## config.mk

```make
export PLATFORM = sky130hd
export DESIGN_NAME = lcd_dot_timing_stat_dma_core
export DESIGN_NICKNAME = d
export VERILOG_FILES = /design/src/ldts_pkg.sv /design/src/lcd_dot_timing_stat_dma_core.sv
export SDC_FILE = /design/constraint.sdc
export NUM_CORES = 1
export LEC_CHECK = 0
export BUFFER_PORTS_ARGS = -buffer_cell sky130_fd_sc_hd__buf_2
export CAP_MARGIN = 25
export CORE_ASPECT_RATIO = 2
export CORE_UTILIZATION = 52
export DETAILED_ROUTE_END_ITERATION = 12
export GPL_TIMING_DRIVEN = 0
export PLACE_DENSITY = 0.8
export SETUP_SLACK_MARGIN = 0.3
export SLEW_MARGIN = 10
export SYNTH_ARGS = -nofsm -noshare
export SYNTH_HDL_FRONTEND = slang
export SYNTH_SLANG_ARGS = --single-unit
```

## constraint.sdc

```tcl
create_clock -name clk -period 3.7 [get_ports clk]
set_clock_uncertainty 0.2 [all_clocks]
set_input_delay 0.74 -clock clk [delete_from_list [all_inputs] [get_ports clk]]
set_output_delay 0.74 -clock clk [all_outputs]
set_load 0.01 [all_outputs]
```

## src/ldts_pkg.sv

```systemverilog
package ldts_pkg;

    localparam int OAM_BYTES       = 160;
    localparam int DOTS_PER_LINE   = 456;
    localparam int LINES_PER_FRAME = 154;
    localparam int VISIBLE_LINES   = 144;

    localparam int SEARCH_DOTS     = 80;
    localparam int TRANSFER_DOTS   = 172;
    localparam int SHORT_LEAD_DOTS = 72;
    localparam int SHORT_TRIM_DOTS = 8;
    localparam int QUIRK_DOT       = 92;

    localparam int DOT_W      = 9;
    localparam int LINE_W     = 8;
    localparam int BLANK_W    = 17;
    localparam int DMA_TICK_W = 10;
    localparam int DMA_SLOT_W = DMA_TICK_W - 1;
    localparam int OAM_IDX_W  = 8;
    localparam int BANK_W     = 8;
    localparam int ADDR_W     = 5;
    localparam int DATA_W     = 32;

    localparam int BLANK_FRAME_TICKS = LINES_PER_FRAME * DOTS_PER_LINE;

    localparam logic [BANK_W-1:0] BANK_ECHO_A     = 8'hfe;
    localparam logic [BANK_W-1:0] BANK_ECHO_B     = 8'hff;
    localparam logic [BANK_W-1:0] BANK_ECHO_A_MAP = 8'hde;
    localparam logic [BANK_W-1:0] BANK_ECHO_B_MAP = 8'hdf;

    typedef enum logic [1:0] {
        MODE_HBLANK   = 2'd0,
        MODE_VBLANK   = 2'd1,
        MODE_SEARCH   = 2'd2,
        MODE_TRANSFER = 2'd3
    } mode_t;

    typedef enum logic [1:0] {
        OP_TICK      = 2'd0,
        OP_DMA_START = 2'd1,
        OP_SWITCH_ON = 2'd2
    } op_t;

    typedef enum logic [2:0] {
        REG_DISPLAY_ENABLE = 3'd0,
        REG_DOUBLE_SPEED   = 3'd1,
        REG_LINE_COMPARE   = 3'd2,
        REG_IRQ_ON_HBLANK  = 3'd3,
        REG_IRQ_ON_VBLANK  = 3'd4,
        REG_IRQ_ON_SEARCH  = 3'd5,
        REG_IRQ_ON_COMPARE = 3'd6
    } reg_index_t;

    typedef struct packed {
        logic [OAM_IDX_W-1:0] dma_oam_index;
        logic [15:0]          dma_read_addr;
        logic                 dma_read_valid;
        logic                 frame_done;
        logic                 hblank_pulse;
        logic                 vblank_irq;
        logic                 stat_irq;
        logic [DOT_W-1:0]     cur_dot;
        logic [LINE_W-1:0]    cur_line;
        logic [1:0]           cur_mode;
    } result_t;

endpackage

```

## src/lcd_dot_timing_stat_dma_core.sv

```systemverilog
// Channel   | Dir | Signals                     | Request
// ----------+-----+-----------------------------+-------------------------------
// s_*       | in  | tvalid tready tdata tuser   | one op: dot tick, DMA start, switch-on
// m_*       | out | tvalid tready tdata         | one result per input request
// apb       | in  | psel penable pwrite paddr.. | timing and interrupt registers
//
// One request per clock while s_tready is high; the state update and the result are formed combinationally.
// The result goes to an output register, or to the skid register while the output is stalled.
// The skid register lets one request be accepted while stalled; s_tready drops while it is full.
// rst_n clears all counters, the DMA sequencer and the registers.
module lcd_dot_timing_stat_dma_core
(
    input  logic                          clk,
    input  logic                          rst_n,
    input  logic                          s_tvalid,
    output logic                          s_tready,
    input  logic [7:0]                    s_tdata,   // [7:0] dma_bank
    input  logic [1:0]                    s_tuser,   // [1:0] op
    output logic                          m_tvalid,
    input  logic                          m_tready,
    // [1:0] cur_mode, [9:2] cur_line, [18:10] cur_dot, [19] stat_irq,
    // [20] vblank_irq, [21] hblank_pulse, [22] frame_done, [23] dma_read_valid,
    // [39:24] dma_read_addr, [47:40] dma_oam_index
    output logic [47:0]                   m_tdata,
    input  logic                          psel,
    input  logic                          penable,
    input  logic                          pwrite,
    input  logic [ldts_pkg::ADDR_W-1:0]   paddr,
    input  logic [ldts_pkg::DATA_W-1:0]   pwdata,
    output logic [ldts_pkg::DATA_W-1:0]   prdata,
    output logic                          pready
);

    logic                               display_enable_reg;
    logic                               double_speed_reg;
    logic [7:0]                         line_compare_reg;
    logic                               irq_on_hblank_reg;
    logic                               irq_on_vblank_reg;
    logic                               irq_on_search_reg;
    logic                               irq_on_compare_reg;

    logic [ldts_pkg::DOT_W-1:0]         dot_reg, dot_next;
    logic [ldts_pkg::LINE_W-1:0]        line_reg, line_next;
    ldts_pkg::mode_t                    mode_reg, mode_next;
    logic                               stat_level_reg, stat_level_next;
    logic                               short_line_reg, short_line_next;
    logic [ldts_pkg::BLANK_W-1:0]       blank_count_reg, blank_count_next;
    logic                               dma_busy_reg, dma_busy_next;
    logic [ldts_pkg::BANK_W-1:0]        dma_bank_reg, dma_bank_next;
    logic [ldts_pkg::DMA_TICK_W-1:0]    dma_tick_reg, dma_tick_next;

    ldts_pkg::result_t                  result;
    ldts_pkg::result_t                  out_data_reg;
    ldts_pkg::result_t                  skid_data_reg;
    logic                               out_valid_reg;
    logic                               skid_valid_reg;

    logic                               accept;
    logic                               cfg_write;
    ldts_pkg::reg_index_t               cfg_index;

    assign pready    = 1'b1;
    assign cfg_write = psel && penable && pwrite && pready;
    assign cfg_index = ldts_pkg::reg_index_t'(paddr[4:2]);

    always_ff @(posedge clk or negedge rst_n)
    begin
        if (!rst_n)
        begin
            display_enable_reg <= 1'b0;
            double_speed_reg   <= 1'b0;
            line_compare_reg   <= '0;
            irq_on_hblank_reg  <= 1'b0;
            irq_on_vblank_reg  <= 1'b0;
            irq_on_search_reg  <= 1'b0;
            irq_on_compare_reg <= 1'b0;
        end
        else if (cfg_write)
        begin
            unique case (cfg_index)
                ldts_pkg::REG_DISPLAY_ENABLE: display_enable_reg <= pwdata[0];
                ldts_pkg::REG_DOUBLE_SPEED:   double_speed_reg   <= pwdata[0];
                ldts_pkg::REG_LINE_COMPARE:   line_compare_reg   <= pwdata[7:0];
                ldts_pkg::REG_IRQ_ON_HBLANK:  irq_on_hblank_reg  <= pwdata[0];
                ldts_pkg::REG_IRQ_ON_VBLANK:  irq_on_vblank_reg  <= pwdata[0];
                ldts_pkg::REG_IRQ_ON_SEARCH:  irq_on_search_reg  <= pwdata[0];
                ldts_pkg::REG_IRQ_ON_COMPARE: irq_on_compare_reg <= pwdata[0];
                default: ;
            endcase
        end
    end

    always_comb
    begin
        prdata = '0;
        unique case (cfg_index)
            ldts_pkg::REG_DISPLAY_ENABLE: prdata[0]   = display_enable_reg;
            ldts_pkg::REG_DOUBLE_SPEED:   prdata[0]   = double_speed_reg;
            ldts_pkg::REG_LINE_COMPARE:   prdata[7:0] = line_compare_reg;
            ldts_pkg::REG_IRQ_ON_HBLANK:  prdata[0]   = irq_on_hblank_reg;
            ldts_pkg::REG_IRQ_ON_VBLANK:  prdata[0]   = irq_on_vblank_reg;
            ldts_pkg::REG_IRQ_ON_SEARCH:  prdata[0]   = irq_on_search_reg;
            ldts_pkg::REG_IRQ_ON_COMPARE: prdata[0]   = irq_on_compare_reg;
            default: ;
        endcase
    end

    assign s_tready = !skid_valid_reg;
    assign accept   = s_tvalid && s_tready;

    always_comb
    begin
        logic                               blank_tick;
        ldts_pkg::mode_t                    mode_dot;
        ldts_pkg::mode_t                    mode_eff;
        logic [ldts_pkg::LINE_W-1:0]        line_eff;
        logic                               cond;
        logic [ldts_pkg::DOT_W-1:0]         hstart;
        logic [ldts_pkg::DOT_W-1:0]         line_end;
        logic [ldts_pkg::DOT_W-1:0]         dot_inc;
        logic [ldts_pkg::LINE_W:0]          line_inc;
        logic [ldts_pkg::BLANK_W-1:0]       blank_inc;
        logic [1:0]                         slot_low;
        logic [ldts_pkg::DMA_SLOT_W-1:0]    slot;
        logic [ldts_pkg::DMA_SLOT_W-1:0]    slot_dec;
        logic [ldts_pkg::BANK_W-1:0]        bank;

        dot_next         = dot_reg;
        line_next        = line_reg;
        mode_next        = mode_reg;
        stat_level_next  = stat_level_reg;
        short_line_next  = short_line_reg;
        blank_count_next = blank_count_reg;
        dma_busy_next    = dma_busy_reg;
        dma_bank_next    = dma_bank_reg;
        dma_tick_next    = dma_tick_reg;
        result           = '0;

        hstart   = short_line_reg
                 ? ldts_pkg::DOT_W'(ldts_pkg::SHORT_LEAD_DOTS + ldts_pkg::TRANSFER_DOTS)
                 : ldts_pkg::DOT_W'(ldts_pkg::SEARCH_DOTS + ldts_pkg::TRANSFER_DOTS);
        line_end = short_line_reg
                 ? ldts_pkg::DOT_W'(ldts_pkg::DOTS_PER_LINE - ldts_pkg::SHORT_TRIM_DOTS)
                 : ldts_pkg::DOT_W'(ldts_pkg::DOTS_PER_LINE);
        dot_inc   = dot_reg + 1'b1;
        line_inc  = {1'b0, line_reg} + 1'b1;
        blank_inc = blank_count_reg + 1'b1;

        if (short_line_reg)
        begin
            if (dot_reg < ldts_pkg::DOT_W'(ldts_pkg::SHORT_LEAD_DOTS))
                mode_dot = ldts_pkg::MODE_HBLANK;
            else if (dot_reg < hstart)
                mode_dot = ldts_pkg::MODE_TRANSFER;
            else
                mode_dot = ldts_pkg::MODE_HBLANK;
        end
        else if (line_reg < ldts_pkg::LINE_W'(ldts_pkg::VISIBLE_LINES))
        begin
            if (dot_reg < ldts_pkg::DOT_W'(ldts_pkg::SEARCH_DOTS))
                mode_dot = ldts_pkg::MODE_SEARCH;
            else if (dot_reg < hstart)
                mode_dot = ldts_pkg::MODE_TRANSFER;
            else
                mode_dot = ldts_pkg::MODE_HBLANK;
        end
        else
        begin
            mode_dot = ldts_pkg::MODE_VBLANK;
        end

        blank_tick = (blank_count_reg != '0) || ((dot_reg == '0) && !display_enable_reg);
        mode_eff   = blank_tick ? mode_reg : mode_dot;

        // last line reads as line zero from the quirk dot on
        if ((line_reg == ldts_pkg::LINE_W'(ldts_pkg::LINES_PER_FRAME - 1))
            && (dot_reg >= ldts_pkg::DOT_W'(ldts_pkg::QUIRK_DOT)))
            line_eff = '0;
        else
            line_eff = line_reg;

        cond = (irq_on_hblank_reg && (mode_eff == ldts_pkg::MODE_HBLANK))
            || (irq_on_vblank_reg && (mode_eff == ldts_pkg::MODE_VBLANK))
            || (irq_on_search_reg && (mode_eff == ldts_pkg::MODE_SEARCH))
            || (irq_on_compare_reg && (line_eff == line_compare_reg));

        if (double_speed_reg)
        begin
            slot_low = {1'b0, dma_tick_reg[0]};
            slot     = dma_tick_reg[ldts_pkg::DMA_TICK_W-1:1];
        end
        else
        begin
            slot_low = dma_tick_reg[1:0];
            slot     = {1'b0, dma_tick_reg[ldts_pkg::DMA_TICK_W-1:2]};
        end
        slot_dec = slot - 1'b1;

        if (dma_bank_reg == ldts_pkg::BANK_ECHO_A)
            bank = ldts_pkg::BANK_ECHO_A_MAP;
        else if (dma_bank_reg == ldts_pkg::BANK_ECHO_B)
            bank = ldts_pkg::BANK_ECHO_B_MAP;
        else
            bank = dma_bank_reg;

        if (accept)
        begin
            unique case (ldts_pkg::op_t'(s_tuser))
                ldts_pkg::OP_TICK:
                begin
                    stat_level_next = cond;
                    result.stat_irq = cond && !stat_level_reg;

                    if (dma_busy_reg)
                    begin
                        dma_tick_next = dma_tick_reg + 1'b1;
                        if ((slot_low == '0) && (slot != '0))
                        begin
                            if (slot == ldts_pkg::DMA_SLOT_W'(ldts_pkg::OAM_BYTES + 1))
                            begin
                                dma_busy_next = 1'b0;
                            end
                            else if (slot <= ldts_pkg::DMA_SLOT_W'(ldts_pkg::OAM_BYTES))
                            begin
                                result.dma_read_valid = 1'b1;
                                result.dma_read_addr  = {bank, slot_dec[7:0]};
                                result.dma_oam_index  = slot_dec[ldts_pkg::OAM_IDX_W-1:0];
                            end
                        end
                    end

                    if (blank_tick)
                    begin
                        blank_count_next = blank_inc;
                        if (blank_inc >= ldts_pkg::BLANK_W'(ldts_pkg::BLANK_FRAME_TICKS))
                        begin
                            blank_count_next  = '0;
                            result.frame_done = 1'b1;
                        end
                    end
                    else
                    begin
                        mode_next           = mode_dot;
                        result.hblank_pulse = (mode_dot == ldts_pkg::MODE_HBLANK)
                                           && (dot_reg == hstart);
                        if (dot_inc >= line_end)
                        begin
                            dot_next        = '0;
                            short_line_next = 1'b0;
                            if (line_inc == (ldts_pkg::LINE_W + 1)'(ldts_pkg::VISIBLE_LINES))
                            begin
                                result.vblank_irq = 1'b1;
                                result.frame_done = 1'b1;
                            end
                            if (line_inc >= (ldts_pkg::LINE_W + 1)'(ldts_pkg::LINES_PER_FRAME))
                                line_next = '0;
                            else
                                line_next = line_inc[ldts_pkg::LINE_W-1:0];
                        end
                        else
                        begin
                            dot_next = dot_inc;
                        end
                    end
                end
                ldts_pkg::OP_DMA_START:
                begin
                    dma_busy_next = 1'b1;
                    dma_tick_next = '0;
                    dma_bank_next = s_tdata;
                end
                ldts_pkg::OP_SWITCH_ON:
                begin
                    short_line_next  = 1'b1;
                    dot_next         = '0;
                    line_next        = '0;
                    mode_next        = ldts_pkg::MODE_HBLANK;
                    blank_count_next = '0;
                end
                default: ;
            endcase
        end

        result.cur_mode = mode_next;
        result.cur_line = line_next;
        result.cur_dot  = (ldts_pkg::op_t'(s_tuser) == ldts_pkg::OP_SWITCH_ON) ? '0 : dot_reg;
    end

    always_ff @(posedge clk or negedge rst_n)
    begin
        if (!rst_n)
        begin
            dot_reg         <= '0;
            line_reg        <= '0;
            mode_reg        <= ldts_pkg::MODE_HBLANK;
            stat_level_reg  <= 1'b0;
            short_line_reg  <= 1'b0;
            blank_count_reg <= '0;
            dma_busy_reg    <= 1'b0;
            dma_bank_reg    <= '0;
            dma_tick_reg    <= '0;
        end
        else
        begin
            dot_reg         <= dot_next;
            line_reg        <= line_next;
            mode_reg        <= mode_next;
            stat_level_reg  <= stat_level_next;
            short_line_reg  <= short_line_next;
            blank_count_reg <= blank_count_next;
            dma_busy_reg    <= dma_busy_next;
            dma_bank_reg    <= dma_bank_next;
            dma_tick_reg    <= dma_tick_next;
        end
    end

    always_ff @(posedge clk or negedge rst_n)
    begin
        if (!rst_n)
        begin
            out_valid_reg  <= 1'b0;
            skid_valid_reg <= 1'b0;
        end
        else if (m_tready || !out_valid_reg)
        begin
            out_valid_reg  <= skid_valid_reg || accept;
            skid_valid_reg <= 1'b0;
        end
        else if (accept)
        begin
            skid_valid_reg <= 1'b1;
        end
    end

    always_ff @(posedge clk)
    begin
        if (m_tready || !out_valid_reg)
            out_data_reg <= skid_valid_reg ? skid_data_reg : result;
        else if (accept)
            skid_data_reg <= result;
    end

    assign m_tvalid = out_valid_reg;
    assign m_tdata  = out_data_reg;

    a_skid_behind_out: assert property (@(posedge clk) disable iff (!rst_n)
        skid_valid_reg |-> out_valid_reg)
        else $error("skid entry held with empty output register");

    a_line_in_frame: assert property (@(posedge clk) disable iff (!rst_n)
        line_reg < ldts_pkg::LINE_W'(ldts_pkg::LINES_PER_FRAME))
        else $error("line counter past end of frame");

    a_dma_only_when_busy: assert property (@(posedge clk) disable iff (!rst_n)
        (accept && result.dma_read_valid) |-> dma_busy_reg)
        else $error("DMA copy while sequencer idle");

    a_blank_holds_dot: assert property (@(posedge clk) disable iff (!rst_n)
        (blank_count_reg != '0) |-> (dot_reg == '0))
        else $error("dot counter moved during blank frame");

endmodule

```

**After elaboration in Yosys (flattened, before gate mapping)**

Index checks and enable logic that the tools add are counted.

- Bits in registers: 169
- Latch bits: 0
- Memory bits (writable): 0
- Memory bits (read-only): 0
- Input bits: 54
- Output and inout port bits: 83
- Word-level logic and storage cells: 174
- Memories: 0

- $add $sub $neg: 5
- $mul: 0
- Divide/modulo/power cells: 0
- Magnitude comparators: 9
- Equality and inequality tests: 21
- Shift-type cells: 0
- Muxes and demuxes: 52
- Bitwise gates (word level): 1
- Reduce and logical (&&, ||, !) cells: 48

Operators with widths:

| cell | number |
|---|---|
| $mux W25 | 4 |
| $mux W29 | 2 |
| $mux W8 | 7 |
| $mux W48 | 1 |
| $mux W9 | 4 |
| $mux W17 | 2 |
| $pmux W17 S2 | 1 |
| $eq A8 B8 Y1 const B | 3 |
| $reduce_and A2 Y1 | 11 |
| $pmux W10 S2 | 1 |
| $eq A9 B8 Y1 const B | 2 |
| $lt A9 B7 Y1 const B | 2 |
| $mux W2 | 9 |
| $pmux W9 S2 | 1 |
| $add A17 B1 Y17 const B | 1 |
| $ge A17 B17 Y1 const B | 1 |
| $reduce_bool A17 Y1 | 1 |
| $pmux W8 S2 | 1 |
| $logic_and A1 B1 Y1 | 12 |
| $mux W1 | 11 |
| $add A10 B1 Y10 const B | 1 |
| $mux W10 | 1 |
| $add A8 B1 Y9 const B | 1 |
| $add A9 B1 Y9 const B | 1 |
| other kinds (30) | 55 |

**Logic depth before layout (Yosys ltp)**

- Depth in word-level cells: 16
- Depth in mapped cells: 12
- Gate-level depth less buffers: 11

**Worst setup path after synthesis**

Ideal clock, no wire load.

- Path kind: input port to flip-flop
- From: input m_tready
- To: register skid_data_reg[0] in the netlist's numbering (enable)
- Setup time: 0.437 ns
- Data arrival time: 3.586 ns
- Data required time: 3.063 ns
- Path slack: -0.523 ns
- Stages on the path: 2
- Cells stage by stage: nand2b_1 nor2_1

- Word-level cells in the longest chain between the ends: 3

RTL lines:

| element | line | RTL |
|---|---|---|
| start: declaration | lcd_dot_timing_stat_dma_core.sv:20 | `input logic m_tready,` |
| $logic_or A1 B1 Y1 | lcd_dot_timing_stat_dma_core.sv:337 | `if (m_tready \|\| !out_valid_reg)` |
| $not A1 Y1 (no source line) | -- |  |
| $reduce_and A2 Y1 (no source line) | -- |  |
| end signal: assignment | lcd_dot_timing_stat_dma_core.sv:340 | `skid_data_reg <= result;` |
| end: declaration | lcd_dot_timing_stat_dma_core.sv:54 | `ldts_pkg::result_t skid_data_reg;` |

Every way passes these cells.
A chain may end at the register's enable or synchronous reset.

**Final worst setup path**

- From: register dot_reg[0] in the netlist's numbering
- To: register out_data_reg (netlist bit m_tdata[9]) (data pin)

- Word-level cells in the longest chain between the ends: 7
- Elaborated cells between the ends (all ways): 10

RTL lines:

| element | line | RTL |
|---|---|---|
| start: declaration | lcd_dot_timing_stat_dma_core.sv:42 | `logic [ldts_pkg::DOT_W-1:0] dot_reg, dot_next;` |
| start signal: assignment | lcd_dot_timing_stat_dma_core.sv:305 | `dot_reg <= dot_next;` |
| $add A9 B1 Y9 / $logic_not A9 Y1 (equally long branches) | lcd_dot_timing_stat_dma_core.sv:145, lcd_dot_timing_stat_dma_core.sv:172 |  |
| $ge A9 B9 Y1 / $logic_and A1 B1 Y1 (equally long branches) | lcd_dot_timing_stat_dma_core.sv:246, lcd_dot_timing_stat_dma_core.sv:172 |  |
| $mux W8 / $logic_or A1 B1 Y1 (equally long branches) | lcd_dot_timing_stat_dma_core.sv:246, lcd_dot_timing_stat_dma_core.sv:172 |  |
| $mux W8 * | lcd_dot_timing_stat_dma_core.sv:232 | `if (blank_tick)` |
| $pmux W8 S2 * | lcd_dot_timing_stat_dma_core.sv:208 | `unique case (ldts_pkg::op_t'(s_tuser))` |
| $mux W8 * | lcd_dot_timing_stat_dma_core.sv:206 | `if (accept)` |
| via line_next, one bit | lcd_dot_timing_stat_dma_core.sv:43 | `logic [ldts_pkg::LINE_W-1:0] line_reg, line_next;` |
| $mux W48 * | lcd_dot_timing_stat_dma_core.sv:338 | `out_data_reg <= skid_valid_reg ? skid_data_reg : result;` |
| end signal: assignment | lcd_dot_timing_stat_dma_core.sv:338 |  |
| end: declaration | lcd_dot_timing_stat_dma_core.sv:53 | `ldts_pkg::result_t out_data_reg;` |

Mark *: on every way through the listed nets, which the timed path passes. The rest lies on a longest branch.

==> flow_metrics.py <==
metrics = {
    "detailed_routing": {
        "wl_per_cell_um": 18.5,
        "drt_pass1_iterations": 5,
        "wirelength_um": 22200,
        "drt-initial-drc-count": 509,
        "dr_total_vias": 7058,
        "via_per_inst": 5.89,
        "drc": 0,
        "ant_nets": 0,
    },
    "cts": {
        "cts_buffers": 17,
        "cts_max_path_buffers": 2,
        "cts_sinks": 153,
        "tritoncts": "done",
        "ctsHoldBuffers": 0,
        "worstSkewPairLatency_ns": 0.43,
        "cts-root-buf": "clkbuf_16",
        "htree_num_levels": 4,
        "clk_transition_reported_paths_ns": 0.07,
    },
    "critical_path": {
        "critPathLaunch": "dot_reg[0]",
        "path_max_fanout": 7,
        "crit_path_end": "m_tdata[9]",
        "slowest_stage": "dfrtp_2",
        "crit_chain": "and2_2 > nand2_1 > xor2_2 > ha_1 > o211a_1 > o22a_1 > o32ai_4 > a211oi_2 > mux2i_1 > o21ai_1 > mux2_2",
        "reg2reg_depth": 11,
        "critPathKind": "flop to flop",
        "slowest_delay_ns": 0.44,
        "r2r-start": "dot_reg[0]",
        "required_ns": 3.68,
        "worst_setup_path_start_kind": "flop",
        "reg2reg_slack_ns": 0.41,
        "endpoint_kind": "flop",
        "critPathArrivalTime_ns": 3.28,
        "rr_endpoint": "m_tdata[9]",
    },
    "die": {
        "dieArea_mm2": 0.0173,
        "ioPinCount": 137,
        "row_count": 66,
        "chipWidth_um": 93.4,
        "core_area_mm2": 0.0163,
        "initial_utilization_pct": 53.5,
        "dieHeight_um": 185,
    },
    "yosys": {
        "syn-instance-count": 847,
        "async_flop_share_pct": 47.7,
        "syn_avg_cell_area_um2": 10.3,
        "synth_top_cell_by_area": "edfxtp_1",
        "synth_area_mm2": 0.00870,
        "synth_top_area_share_pct": 27.6,
        "synth_seq_cells": 153,
        "synth_area_leaders": "edfxtp_1, dfrtp_1, mux2_2",
        "seq_area_frac_synth_pct": 48.6,
        "yosysWarnings": 0,
        "synthFlopType": "edfxtp_1",
        "synth_edf_count": 80,
        "synth_cell_types": 81,
    },
    "placement": {
        "hpwlAfterDp_um": 16200,
        "place_inst": 1160,
        "placed_cell_area_mm2": 0.00955,
        "gp_routability_congestion": 0.943,
        "portBuffers": 83,
    },
    "finish": {
        "nets": 1047,
        "area_delta_synth_final_pct": 18.3,
        "layout-drive-gt1-share_pct": 28.0,
        "seq_area_mm2": 0.00423,
        "multi_input_area_mm2": 0.00405,
        "final_cell_area_mm2": 0.0103,
        "fin_cells": 1198,
        "fillCellCount": 1300,
        "utilization_pct": 63.3,
    },
    "min_path": {
        "min-delay-path-class": "primary input to async pin",
    },
    "sta": {
        "max-slew-margin-rel_pct": 52.0,
        "min_period_over_period_pct": 89.0,
        "hold_violations": 0,
        "period_needed_ns": 3.29,
        "worstMarginPinSlew_ns": 0.720,
        "clock.fmax_mhz": 304,
        "finalSetupViolations": 0,
        "rsz0062_at_grt": "no",
        "slew_violations": 0,
    },
    "global_route": {
        "grt_pass1_vias": 7025,
        "grt_pass1_wl_um": 35500,
        "antenna_found_initial": 0,
        "grt_max_degree": 51,
        "overflow": 0,
        "grt_use_total_pct": 27.0,
    },
    "power": {
        "switching_share_pct": 29.0,
        "ir_worst_vdd_mv": 0.272,
        "clockPowerShare_pct": 37.3,
        "power.static_leakage_nw": 4.53,
        "p_int_mw": 3.47,
        "power_frac_seq_pct": 42.7,
        "powerDensity_mw_per_mm2": 475,
        "p_sw_mw": 1.42,
        "comb_power_share_pct": 20.0,
    },
    "job": {
        "drv_cap": 0,
    },
    "status": {
        "status": "completed",
    },
}
stage by stage:
stage / TNS [ns] / total power [mW] / hold slack, ns / worst slack (ns)
after floorplan: 0 / 2.72 / 0.244 / 0.430
after global placement: -16.27 / 2.97 / 0.282 / -0.395
after detailed placement: -1.32 / 3.02 / 0.302 / -0.130
after CTS: 0 / 4.85 / 0.0241 / 0.315
after global routing: 0 / 5.10 / 0.0322 / 0.260
final: 0 / 4.89 / 0.0304 / 0.407
worst min-delay path by stage:
stage                                from             endpoint  slack [ns]  depth (start not counted)
after floorplan                     rst_n   blank_count_reg[0]        0.24                          0
after global placement    dma_bank_reg[0]      dma_bank_reg[0]        0.28                          1
after detailed placement  dma_bank_reg[5]      dma_bank_reg[5]        0.30                          1
after CTS                           rst_n  line_compare_reg[0]        0.02                          1
after global routing                rst_n  line_compare_reg[0]        0.03                          1
final                               rst_n          line_reg[3]        0.03                          1
worst max-delay path, delay by kind of cell, from the launching register on:
| kind | cells | cell delay [ns] |
|---|---|---|
| AO/OA/AOI/OAI | 5 | 1.05 |
| multiplexers | 2 | 0.50 |
| flip-flops | 1 | 0.44 |
| AND/OR/NAND/NOR | 2 | 0.39 |
| adder cells (fa/ha/maj) | 1 | 0.28 |
| XOR/XNOR | 1 | 0.20 |
per-layer routing:
layer	global-route usage (%)	wire length (um)	vias to the layer above
li1	-	-	3294
met5	0	0	-
met1	27.0	7670	3417
met3	4.89	903	84
met4	16.6	1210	0
met2	50.4	12400	263
Yosys cell counts (all sizes together), types with 3 or more instances:
library cell,n
and3,10
o21ai,41
and2,40
buf,62
dfrtp,73
and4,4
xnor2,13
xor2,9
nand4,15
nor2b,9
nand2b,8
o21a,3
o211a,4
a211oi,8
a21oi,21
nor3,23
nor4,9
nand2,87
nor2,62
mux2i,10
o31ai,7
ha,12
a22oi,4
a22o,4
o221ai,5
nor3b,5
a31oi,12
a21boi,4
o22ai,6
or3,3
a211o,4
inv,22
nand3,32
clkbuf,24
edfxtp,80
and3b,3
or2,5
a21o,22
o211ai,18
mux2,37
layout by cell type (no fill, tap or decap), types with 25 or more instances in the layout:
master | synthesis | routed
buf_4 | 35 | 41
buf_2 | 23 | 106
conb_1 | 2 | 25
mux2_2 | 37 | 37
o21ai_0 | 32 | 31
and2_1 | 33 | 32
dfrtp_1 | 73 | 71
nor2_1 | 59 | 58
nand2_1 | 85 | 85
edfxtp_1 | 80 | 80
nand3_1 | 32 | 31
kinds of logic after synthesis:
logic type      synth area share (%)
simple gates                    19.5
compound gates                  15.2
flops                           48.6
buf+inv                         6.73
mux                             5.94
xor+xnor                        2.22
fa+ha+maj                       1.73
other cells                   0.0864
timing repair:
| item | 4_1_cts | 5_1_grt |
|---|---|---|
| setup endpoints to repair | 38 | 44 |
| pin swaps | 0 | 3 |
| resized for setup | 6 | 18 |
| buffers inserted | 0 | 5 |
layout make-up:
class	count	area share (%)
multi-input combinational	608	39.3
timing repair buffer	92	5.28
clock inverter	14	1.79
tap	204	2.48
antenna	1	0.0243
sequential	153	41.1
inverter	23	0.839
clock buffer	17	4.13
buffer	86	5.01
power by group through the flow:
stage | Combinational [mW] | Clock (mW) | Sequential, mW
3_3_place_gp | 0.857 | 0 | 2.11
6_report | 0.976 | 1.83 | 2.09
5_1_grt | 1.07 | 1.91 | 2.11
3_5_place_dp | 0.898 | 0 | 2.12
2_1_floorplan | 0.610 | 0 | 2.11
4_1_cts | 0.916 | 1.85 | 2.09
(Power assumes the default switching activity.)
